`src/rtl/u8u16_pkg.sv`:
```
`default_nettype none
// ----------------------------------------------------------------------------
// u8u16_pkg: shared types and constants of the UTF-8 to UTF-16 transcoder
// Holds the request and response transfer types, the code point constants
// and the small decode helpers used by the transcoder datapath.
// ----------------------------------------------------------------------------
package u8u16_pkg;

   localparam int unsigned BYTE_W    = 8;
   localparam int unsigned UNIT_W    = 16;
   localparam int unsigned CP_W      = 21;
   localparam int unsigned MAX_UNITS = 3;
   localparam int unsigned CNT_W     = $clog2(MAX_UNITS + 1);

   localparam logic [UNIT_W-1:0] REPLACEMENT_CHAR = 16'hFFFD;
   localparam logic [UNIT_W-1:0] SURR_HIGH_BASE   = 16'hD800;
   localparam logic [UNIT_W-1:0] SURR_LOW_BASE    = 16'hDC00;
   localparam logic [CP_W-1:0]   SUPP_PLANE_BASE  = 21'h10000;

   typedef struct packed {
      logic [BYTE_W-1:0] in_byte;
      logic              end_of_string;
   } req_type;

   typedef struct packed {
      logic [UNIT_W-1:0] code_unit;
      logic              last_of_item;
      logic              string_done;
   } rsp_type;

   // A byte decoded on its own: ASCII passes through, anything else is U+FFFD.
   function automatic logic [UNIT_W-1:0] single_unit(input logic [BYTE_W-1:0] b);
      logic [UNIT_W-1:0] u;
      if (b[7] == 1'b0) begin
         u = {{(UNIT_W-BYTE_W){1'b0}}, b};
      end else begin
         u = REPLACEMENT_CHAR;
      end
      return u;
   endfunction

   // Number of continuation bytes announced by a lead byte.
   function automatic logic [1:0] lead_extra(input logic [BYTE_W-1:0] b);
      logic [1:0] e;
      priority if (b[7:5] == 3'b110) begin
         e = 2'd1;
      end else if (b[7:4] == 4'b1110) begin
         e = 2'd2;
      end else if (b[7:3] == 5'b11110) begin
         e = 2'd3;
      end else begin
         e = 2'd0;
      end
      return e;
   endfunction

   // Payload bits that a lead byte contributes to the code point.
   function automatic logic [CP_W-1:0] lead_bits(input logic [BYTE_W-1:0] b);
      logic [CP_W-1:0] c;
      priority if (b[7:5] == 3'b110) begin
         c = {16'd0, b[4:0]};
      end else if (b[7:4] == 4'b1110) begin
         c = {17'd0, b[3:0]};
      end else begin
         c = {18'd0, b[2:0]};
      end
      return c;
   endfunction

endpackage
`default_nettype wire

```
`src/rtl/utf8_to_utf16be_transcoder_top.sv`:
```
`default_nettype none
// ----------------------------------------------------------------------------
// utf8_to_utf16be_transcoder_top: UTF-8 byte stream to UTF-16 code units
// Decodes one UTF-8 byte per transfer and delivers UTF-16 code units, one per
// transfer, to be serialized high byte first.
// ----------------------------------------------------------------------------

// The transcoder takes one UTF-8 byte per cycle on the request channel,
// unless req_stall holds it, and delivers UTF-16 code units, one per cycle
// unless rsp_stall holds them, on the response channel. A byte is registered
// on arrival, decoded in the following cycle against the open sequence
// state, and its units (none, one, two or three) are loaded as a group into
// the response register, from which the first unit of the byte is offered.
// A byte that completes no unit passes through the input register without
// touching the response side. A byte that yields k units holds the response
// register until all k have been taken, one per unit transfer, and longer
// while the receiver stalls; meanwhile a following byte with units stalls
// the request side. The next byte with units is decoded in the cycle its
// predecessor's last unit is taken, so a stream of ASCII bytes runs at one
// byte per cycle while the receiver does not stall. Lead bytes are
// classified by their top bits, continuation bytes are taken unchecked
// (only their low six bits count), and invalid leads or stray continuation
// bytes give U+FFFD. Code points from 0x10000 upward leave as a surrogate
// pair. When end_of_string arrives inside a sequence, the lead gives U+FFFD
// and the bytes buffered after it are decoded again as leads. The last unit
// caused by a byte carries last_of_item, and on the final byte of a string
// it also carries string_done; the decoder then returns to its idle state.

module utf8_to_utf16be_transcoder_top (
   input  wire logic                 clock,
   input  wire logic                 reset,
   input  wire logic                 req_valid,
   output      logic                 req_stall,
   input  wire u8u16_pkg::req_type   req_data,
   output      logic                 rsp_valid,
   input  wire logic                 rsp_stall,
   output      u8u16_pkg::rsp_type   rsp_data
);

   // Input register.
   logic                             in_valid_ff, in_valid_in;
   u8u16_pkg::req_type               in_ff;

   // Decoder state: continuation bytes still due, bytes buffered, the code
   // point being assembled and the first continuation byte (only it is ever
   // decoded again on an early end of string).
   logic [1:0]                       need_ff, need_in;
   logic [1:0]                       pcnt_ff, pcnt_in;
   logic [u8u16_pkg::CP_W-1:0]       acc_ff, acc_in;
   logic [u8u16_pkg::BYTE_W-1:0]     mid_ff, mid_in;

   // Response group register: the units of one byte, drained one at a time.
   logic                             grp_valid_ff, grp_valid_in;
   logic [u8u16_pkg::UNIT_W-1:0]     grp_unit_ff [u8u16_pkg::MAX_UNITS];
   logic [u8u16_pkg::CNT_W-1:0]      grp_cnt_ff;
   logic [1:0]                       grp_idx_ff, grp_idx_in;
   logic                             grp_eos_ff;

   // Decode results for the byte in the input register.
   logic [u8u16_pkg::UNIT_W-1:0]     dec_unit [u8u16_pkg::MAX_UNITS];
   logic [u8u16_pkg::CNT_W-1:0]      dec_cnt;
   logic [u8u16_pkg::CP_W-1:0]       acc_shift;
   logic [u8u16_pkg::CP_W-1:0]       supp_off;
   logic [1:0]                       extra;
   logic [1:0]                       need_dec;
   logic [u8u16_pkg::BYTE_W-1:0]     b;

   logic                             fire;
   logic                             out_xfer;
   logic                             grp_last;
   logic                             grp_free;

   // -------------------------------------------------------------------------
   // Handshake control. A decoded byte leaves the input register when it
   // produces no unit, or when the group register is empty or hands over its
   // last unit in this cycle.
   // -------------------------------------------------------------------------
   assign out_xfer  = grp_valid_ff && !rsp_stall;
   assign grp_last  = (grp_idx_ff == (grp_cnt_ff - 2'd1));
   assign grp_free  = !grp_valid_ff || (out_xfer && grp_last);
   assign fire      = in_valid_ff && ((dec_cnt == '0) || grp_free);
   assign req_stall = in_valid_ff && !fire;

   assign rsp_valid              = grp_valid_ff;
   assign rsp_data.code_unit     = grp_unit_ff[grp_idx_ff];
   assign rsp_data.last_of_item  = grp_last;
   assign rsp_data.string_done   = grp_last && grp_eos_ff;

   always_comb begin
      in_valid_in = in_valid_ff;
      if (!req_stall) begin
         in_valid_in = req_valid;
      end
   end

   // -------------------------------------------------------------------------
   // Decoder. All paths are a few byte-wide compares, one 21-bit subtract for
   // the surrogate offset and one 16-bit add for the high surrogate.
   // -------------------------------------------------------------------------
   assign b         = in_ff.in_byte;
   assign extra     = u8u16_pkg::lead_extra(b);
   assign acc_shift = {acc_ff[u8u16_pkg::CP_W-7:0], b[5:0]};
   assign supp_off  = acc_shift - u8u16_pkg::SUPP_PLANE_BASE;
   assign need_dec  = need_ff - 2'd1;

   always_comb begin
      dec_unit[0] = u8u16_pkg::REPLACEMENT_CHAR;
      dec_unit[1] = u8u16_pkg::REPLACEMENT_CHAR;
      dec_unit[2] = u8u16_pkg::REPLACEMENT_CHAR;
      dec_cnt     = '0;
      need_in     = need_ff;
      pcnt_in     = pcnt_ff;
      acc_in      = acc_ff;
      mid_in      = mid_ff;

      if (need_ff == 2'd0) begin
         // Looking at a lead byte.
         if (extra == 2'd0) begin
            dec_unit[0] = u8u16_pkg::single_unit(b);
            dec_cnt     = 2'd1;
         end else if (in_ff.end_of_string) begin
            dec_cnt     = 2'd1;
         end else begin
            need_in = extra;
            pcnt_in = 2'd1;
            acc_in  = u8u16_pkg::lead_bits(b);
         end
      end else begin
         // Continuation slot: the byte is taken whatever it is.
         acc_in  = acc_shift;
         need_in = need_dec;
         if (need_dec == 2'd0) begin
            pcnt_in = 2'd0;
            acc_in  = '0;
            if (acc_shift >= u8u16_pkg::SUPP_PLANE_BASE) begin
               dec_unit[0] = u8u16_pkg::SURR_HIGH_BASE
                           + {5'd0, supp_off[u8u16_pkg::CP_W-1:10]};
               dec_unit[1] = u8u16_pkg::SURR_LOW_BASE | {6'd0, supp_off[9:0]};
               dec_cnt     = 2'd2;
            end else begin
               dec_unit[0] = acc_shift[u8u16_pkg::UNIT_W-1:0];
               dec_cnt     = 2'd1;
            end
         end else if (in_ff.end_of_string) begin
            // Early end: the lead becomes U+FFFD, the rest is decoded as leads.
            if (pcnt_ff == 2'd1) begin
               dec_unit[1] = u8u16_pkg::single_unit(b);
               dec_cnt     = 2'd2;
            end else if (mid_ff[7:5] == 3'b110) begin
               dec_unit[1] = {5'd0, mid_ff[4:0], b[5:0]};
               dec_cnt     = 2'd2;
            end else begin
               dec_unit[1] = u8u16_pkg::single_unit(mid_ff);
               dec_unit[2] = u8u16_pkg::single_unit(b);
               dec_cnt     = 2'd3;
            end
         end else begin
            if (pcnt_ff == 2'd1) begin
               mid_in = b;
            end
            if (pcnt_ff != 2'd3) begin
               pcnt_in = pcnt_ff + 2'd1;
            end
         end
      end

      if (in_ff.end_of_string) begin
         need_in = 2'd0;
         pcnt_in = 2'd0;
         acc_in  = '0;
      end
   end

   // -------------------------------------------------------------------------
   // Response group sequencing.
   // -------------------------------------------------------------------------
   always_comb begin
      grp_valid_in = grp_valid_ff;
      grp_idx_in   = grp_idx_ff;
      if (fire && (dec_cnt != '0)) begin
         grp_valid_in = 1'b1;
         grp_idx_in   = 2'd0;
      end else if (out_xfer) begin
         if (grp_last) begin
            grp_valid_in = 1'b0;
         end else begin
            grp_idx_in = grp_idx_ff + 2'd1;
         end
      end
   end

   // -------------------------------------------------------------------------
   // Registers.
   // -------------------------------------------------------------------------
   always_ff @(posedge clock) begin
      if (reset) begin
         in_valid_ff  <= 1'b0;
         need_ff      <= 2'd0;
         pcnt_ff      <= 2'd0;
         acc_ff       <= '0;
         grp_valid_ff <= 1'b0;
         grp_idx_ff   <= 2'd0;
      end else begin
         in_valid_ff  <= in_valid_in;
         grp_valid_ff <= grp_valid_in;
         grp_idx_ff   <= grp_idx_in;
         if (fire) begin
            need_ff <= need_in;
            pcnt_ff <= pcnt_in;
            acc_ff  <= acc_in;
         end
      end
   end

   always_ff @(posedge clock) begin
      if (!req_stall && req_valid) begin
         in_ff <= req_data;
      end
      if (fire) begin
         mid_ff <= mid_in;
      end
      if (fire && (dec_cnt != '0)) begin
         grp_unit_ff[0] <= dec_unit[0];
         grp_unit_ff[1] <= dec_unit[1];
         grp_unit_ff[2] <= dec_unit[2];
         grp_cnt_ff     <= dec_cnt;
         grp_eos_ff     <= in_ff.end_of_string;
      end
   end

`ifndef SYNTHESIS
   // The drain index always points inside the loaded group.
   a_idx_in_group: assert property (@(posedge clock) disable iff (reset)
      grp_valid_ff |-> (grp_cnt_ff != '0) && (grp_idx_ff < grp_cnt_ff))
      else $error("response index outside its unit group");

   // An open sequence always has its lead buffered.
   a_open_has_lead: assert property (@(posedge clock) disable iff (reset)
      (need_ff != 2'd0) |-> (pcnt_ff != 2'd0))
      else $error("continuation due with no buffered lead");

   // The final byte of a string leaves the decoder idle.
   a_eos_idle: assert property (@(posedge clock) disable iff (reset)
      (fire && in_ff.end_of_string) |=> (need_ff == 2'd0) && (pcnt_ff == 2'd0))
      else $error("decoder not idle after end of string");

   // Every end-of-string byte produces at least one unit.
   a_eos_has_unit: assert property (@(posedge clock) disable iff (reset)
      (in_valid_ff && in_ff.end_of_string) |-> (dec_cnt != '0))
      else $error("end of string byte produced no unit");

   // A byte that yields no unit never disturbs a group waiting on the output.
   a_silent_keeps_group: assert property (@(posedge clock) disable iff (reset)
      (fire && (dec_cnt == '0) && grp_valid_ff && !out_xfer)
      |=> grp_valid_ff && $stable(grp_idx_ff))
      else $error("silent byte disturbed a pending response");
`endif

endmodule
`default_nettype wire

```
`config.mk`:
```
export PLATFORM = sky130hd
export DESIGN_NAME = utf8_to_utf16be_transcoder_top
export DESIGN_NICKNAME = d
export VERILOG_FILES = /design/src/rtl/u8u16_pkg.sv /design/src/rtl/utf8_to_utf16be_transcoder_top.sv
export SDC_FILE = /design/constraint.sdc
export NUM_CORES = 1
export LEC_CHECK = 0
export ABC_CLOCK_PERIOD_IN_PS = 8150
export BUFFER_PORTS_ARGS = -buffer_cell sky130_fd_sc_hd__buf_2
export CAP_MARGIN = 15
export CORE_UTILIZATION = 60
export DETAILED_ROUTE_END_ITERATION = 10
export GPL_ROUTABILITY_DRIVEN = 0
export PLACE_DENSITY = 0.89
export SYNTH_ARGS = -nofsm -noshare
export SYNTH_HDL_FRONTEND = slang
export SYNTH_SLANG_ARGS = --single-unit
export TNS_END_PERCENT = 30
```
`constraint.sdc`:
```
create_clock -name clock -period 8.15 [get_ports clock]
set_input_delay 1.63 -clock clock [delete_from_list [all_inputs] [get_ports clock]]
set_output_delay 1.63 -clock clock [all_outputs]
set_load 0.02 [all_outputs]
```
==> results.sh <==
export IMPL_track_usage=0.251
export IMPL_crit_path_end_kind="primary output"
export IMPL_power_share_sequential=0.565
export IMPL_max_slew_worst_pin_slew_ps=1120
export IMPL_via_per_inst=6.15
export IMPL_layout_nets=425
export IMPL_syn_inst=390
export IMPL_crit_start="rsp_stall"
export IMPL_path_max_fanout=6
export IMPL_synthXorXnorAreaFrac=0.0125
export IMPL_sw_frac_of_total=0.241
export IMPL_yosysWarningCount=0
export IMPL_setup_slack_ps=4240
export IMPL_cts_buffer_depth=2
export IMPL_coreArea_um2=6490
export IMPL_finClkSkew_ps=9.32
export IMPL_ant_nets=0
export IMPL_hold_path_startpoint="pcnt_ff[1]$_SDFFE_PP0P_"
export IMPL_dieArea_um2=7180
export IMPL_ios=33
export IMPL_syn_avg_cell_area_um2=10.5
export IMPL_period_share=0.480
export IMPL_cts_resized=0
export IMPL_setup_violations=0
export IMPL_drt_iter0_markers=265
export IMPL_p_per_area_nw_per_um2=188
export IMPL_vias=3014
export IMPL_synth_edff_count=57
export IMPL_relSlewSlack=0.254
export IMPL_fmax_mhz=256
export IMPL_dpl_hpwl_um=5680
export IMPL_status="finished with violations"
export IMPL_worstPathRequired_ps=6520
export IMPL_initial_core_util=0.632
export IMPL_clkLatencyLatePin_ps=360
export IMPL_drv_cap=0
export IMPL_netlist_area_um2=4110
export IMPL_violations="DRC"
export IMPL_synth_compound_area_frac=0.140
export IMPL_leakage_nw=1.52
export IMPL_die_h_um=84.7
export IMPL_grt_pass1_wl_um=13700
export IMPL_pre_cts_slack_ps=4240
export IMPL_first_pass_iters=10
export IMPL_worstSetupPathType="in -> out"
export IMPL_routed_wl_um=8210
export IMPL_cts_setup_buffers=0
export IMPL_antenna_found_initial=0
export IMPL_ys_types=65
export IMPL_syn_num_nets=407
export IMPL_grt_ovfl_total=0
export IMPL_hold_path_class="reg -> reg"
export IMPL_drive_gt1_frac=0.150
export IMPL_cp_arrival_ps=2280
export IMPL_r2r_start="need_ff[0]$_SDFFE_PP0P_"
export IMPL_fillCellCount=460
export IMPL_seq_area_frac_synth=0.539
export IMPL_synth_top_family_by_area="simple AND/OR/NAND/NOR gates"
export IMPL_internal_power_mw=0.634
export IMPL_cts_tree="built"
export IMPL_diodes=0
export IMPL_startpoint_type="primary input"
export IMPL_grt_setup_unrepaired="no"
export IMPL_hold_viol_final=0
export IMPL_cts_root_buf="clkbuf_8"
export IMPL_p_clk_frac=0.355
export IMPL_core_rowCount=29
export IMPL_wire_per_inst_um=16.8
export IMPL_synth_simple_area_share=0.178
export IMPL_ys_flop_type="edfxtp_1"
export IMPL_tns_ps=0
export IMPL_drc=1
export IMPL_cts_buffers=9
export IMPL_synth_mux_area_frac=0.0801
export IMPL_switchingPower_mw=0.202
export IMPL_cts_htree_levels=3
export IMPL_clock_sinks=82
export IMPL_power_mw=0.836
export IMPL_synth_seq_cells=82
export IMPL_ys_async_sr_fraction=0
export IMPL_post_cts_hold_buffer_count=0
export IMPL_grt_pass1_vias=2775
export IMPL_clk_pin_slew_ps=80
export IMPL_final_max_slew_violation_count=0
export IMPL_min_period_ps=3910
export IMPL_synthAdderAreaFrac=0.0122
export IMPL_area_delta_synth_final_pct=8.47
export IMPL_grt_max_degree=41
export IMPL_ir_worst_vdd_uv=98.8
export IMPL_die_w_um=84.7
export IMPL_combPwrFrac=0.080
export IMPL_numPortBuffers=32
## final cells by class
type / instances / area [um^2] / area share
Sequential cell: 82 / 2210 / 0.496
Multi-Input combinational cell: 272 / 1740 / 0.391
Timing Repair Buffer: 32 / 160 / 0.0359
Clock buffer: 10 / 138 / 0.0309
Tap cell: 77 / 96.3 / 0.0216
Clock inverter: 6 / 66.3 / 0.0149
Inverter: 11 / 41.3 / 0.00927
## placed cells by master (no fill, tap or decap), drive strengths merged, types with 2 or more instances in the layout
cell,instances
nand2,61
edfxtp,57
buf,32
mux2i,28
nor2,27
dfxtp,25
o21ai,25
a21oi,15
nand2b,13
inv,11
nor3,11
clkbuf,10
nor2b,9
a211oi,5
a2bb2oi,5
nor4,4
o21bai,4
or2,4
ha,4
mux2,4
nor3b,3
o31ai,3
a22oi,3
o211ai,3
xnor2,3
and2,3
clkinv,3
nand3,2
xor2,2
a21o,2
a32oi,2
o22a,2
a22o,2
clkinvlp,2
## through the flow
step | hold slack, ps | cells | util | cell area (um^2)
after floorplan | 421 | 390 | - | 4110
after global placement | 466 | 474 | 0.655 | 4250
after detailed placement | 483 | 474 | 0.655 | 4250
after CTS | 495 | 490 | 0.686 | 4460
after global routing | 527 | 490 | 0.686 | 4460
final | 491 | 490 | 0.686 | 4460
## power groups by stage
stage | Clock (mW) | Combinational (mW) | Sequential [mW]
floorplan | 0 | 0.0532 | 0.474
detailed placement | 0 | 0.0664 | 0.482
CTS | 0.302 | 0.0668 | 0.472
global route | 0.320 | 0.0732 | 0.474
finish | 0.297 | 0.0667 | 0.472
global placement | 0 | 0.0644 | 0.481
## sequential cells by signal, indices dropped and copies added, names as in the netlist, named ones only
name / cells
mid_ff: 8
grp_unit_ff: 37
pcnt_ff: 2
acc_ff: 15
need_ff: 2
in_ff: 1
grp_idx_ff: 2
rsp_valid: 1
in_valid_ff: 1
grp_cnt_ff: 2
grp_eos_ff: 1
b: 8
## critical path, cell delays in order
cell	delay, ps
buf_2	130
o21ai_0	210
nor2_1	110
buf_2	200
## synthesized netlist by cell type (2+ instances only)
cell type	instances	area, um^2
xor2_1	2	17.5
a21oi_1	15	75.1
nand3_1	2	10.0
nor4_1	4	25.0
nor2_1	26	97.6
nor3b_1	3	22.5
or2_2	4	25.0
and2_1	2	12.5
a211oi_1	5	37.5
a32oi_1	2	17.5
ha_1	4	50.1
a2bb2oi_1	5	43.8
mux2i_1	28	280
o21ai_0	23	115
buf_1	3	11.3
inv_1	11	41.3
o21ai_2	2	17.5
o31ai_1	3	22.5
a22o_1	2	17.5
a22oi_1	3	22.5
mux2_2	3	33.8
nor2b_1	9	56.3
o21bai_1	4	30.0
a21o_1	2	15.0
nand2_1	61	229
o22a_1	2	17.5
edfxtp_1	57	1710
nand2b_1	13	81.3
dfxtp_1	25	500
nor3_1	10	50.1
xnor2_1	2	17.5
o211ai_1	3	22.5
buf_2	3	15.0
clkbuf_1	16	60.1
## worst paths after layout
path	end	slack [ps]	cells past startpoint
min	pcnt_ff[1]$_SDFFE_PP0P_	490	2
max	req_stall	4240	4
max reg2reg	grp_unit_ff[0][14]$_DFFE_PP_	5440	4
min reg2reg	pcnt_ff[1]$_SDFFE_PP0P_	490	2
## cells by family (layout without fill, tap and decap cells)
kind of cell / Yosys count / in the layout
xor gates and xnor gates: 5 / 5
buffers and inverters: 36 / 59
DFF: 82 / 82
AOI/OAI and AO/OA: 83 / 83
muxes: 32 / 32
and+or+nand+nor: 148 / 148
adders and majority gates: 4 / 4
## metal layers
metal,vias to the layer above,part of all wire,wire [um],track usage
met5,-,0,0,0
met4,0,0.027,220,0.123
met3,25,0.058,476,0.0462
met2,123,0.47,3870,0.393
met1,1419,0.44,3650,0.338
li1,1447,-,-,-
Note: power is estimated with default switching activity, not from simulation.
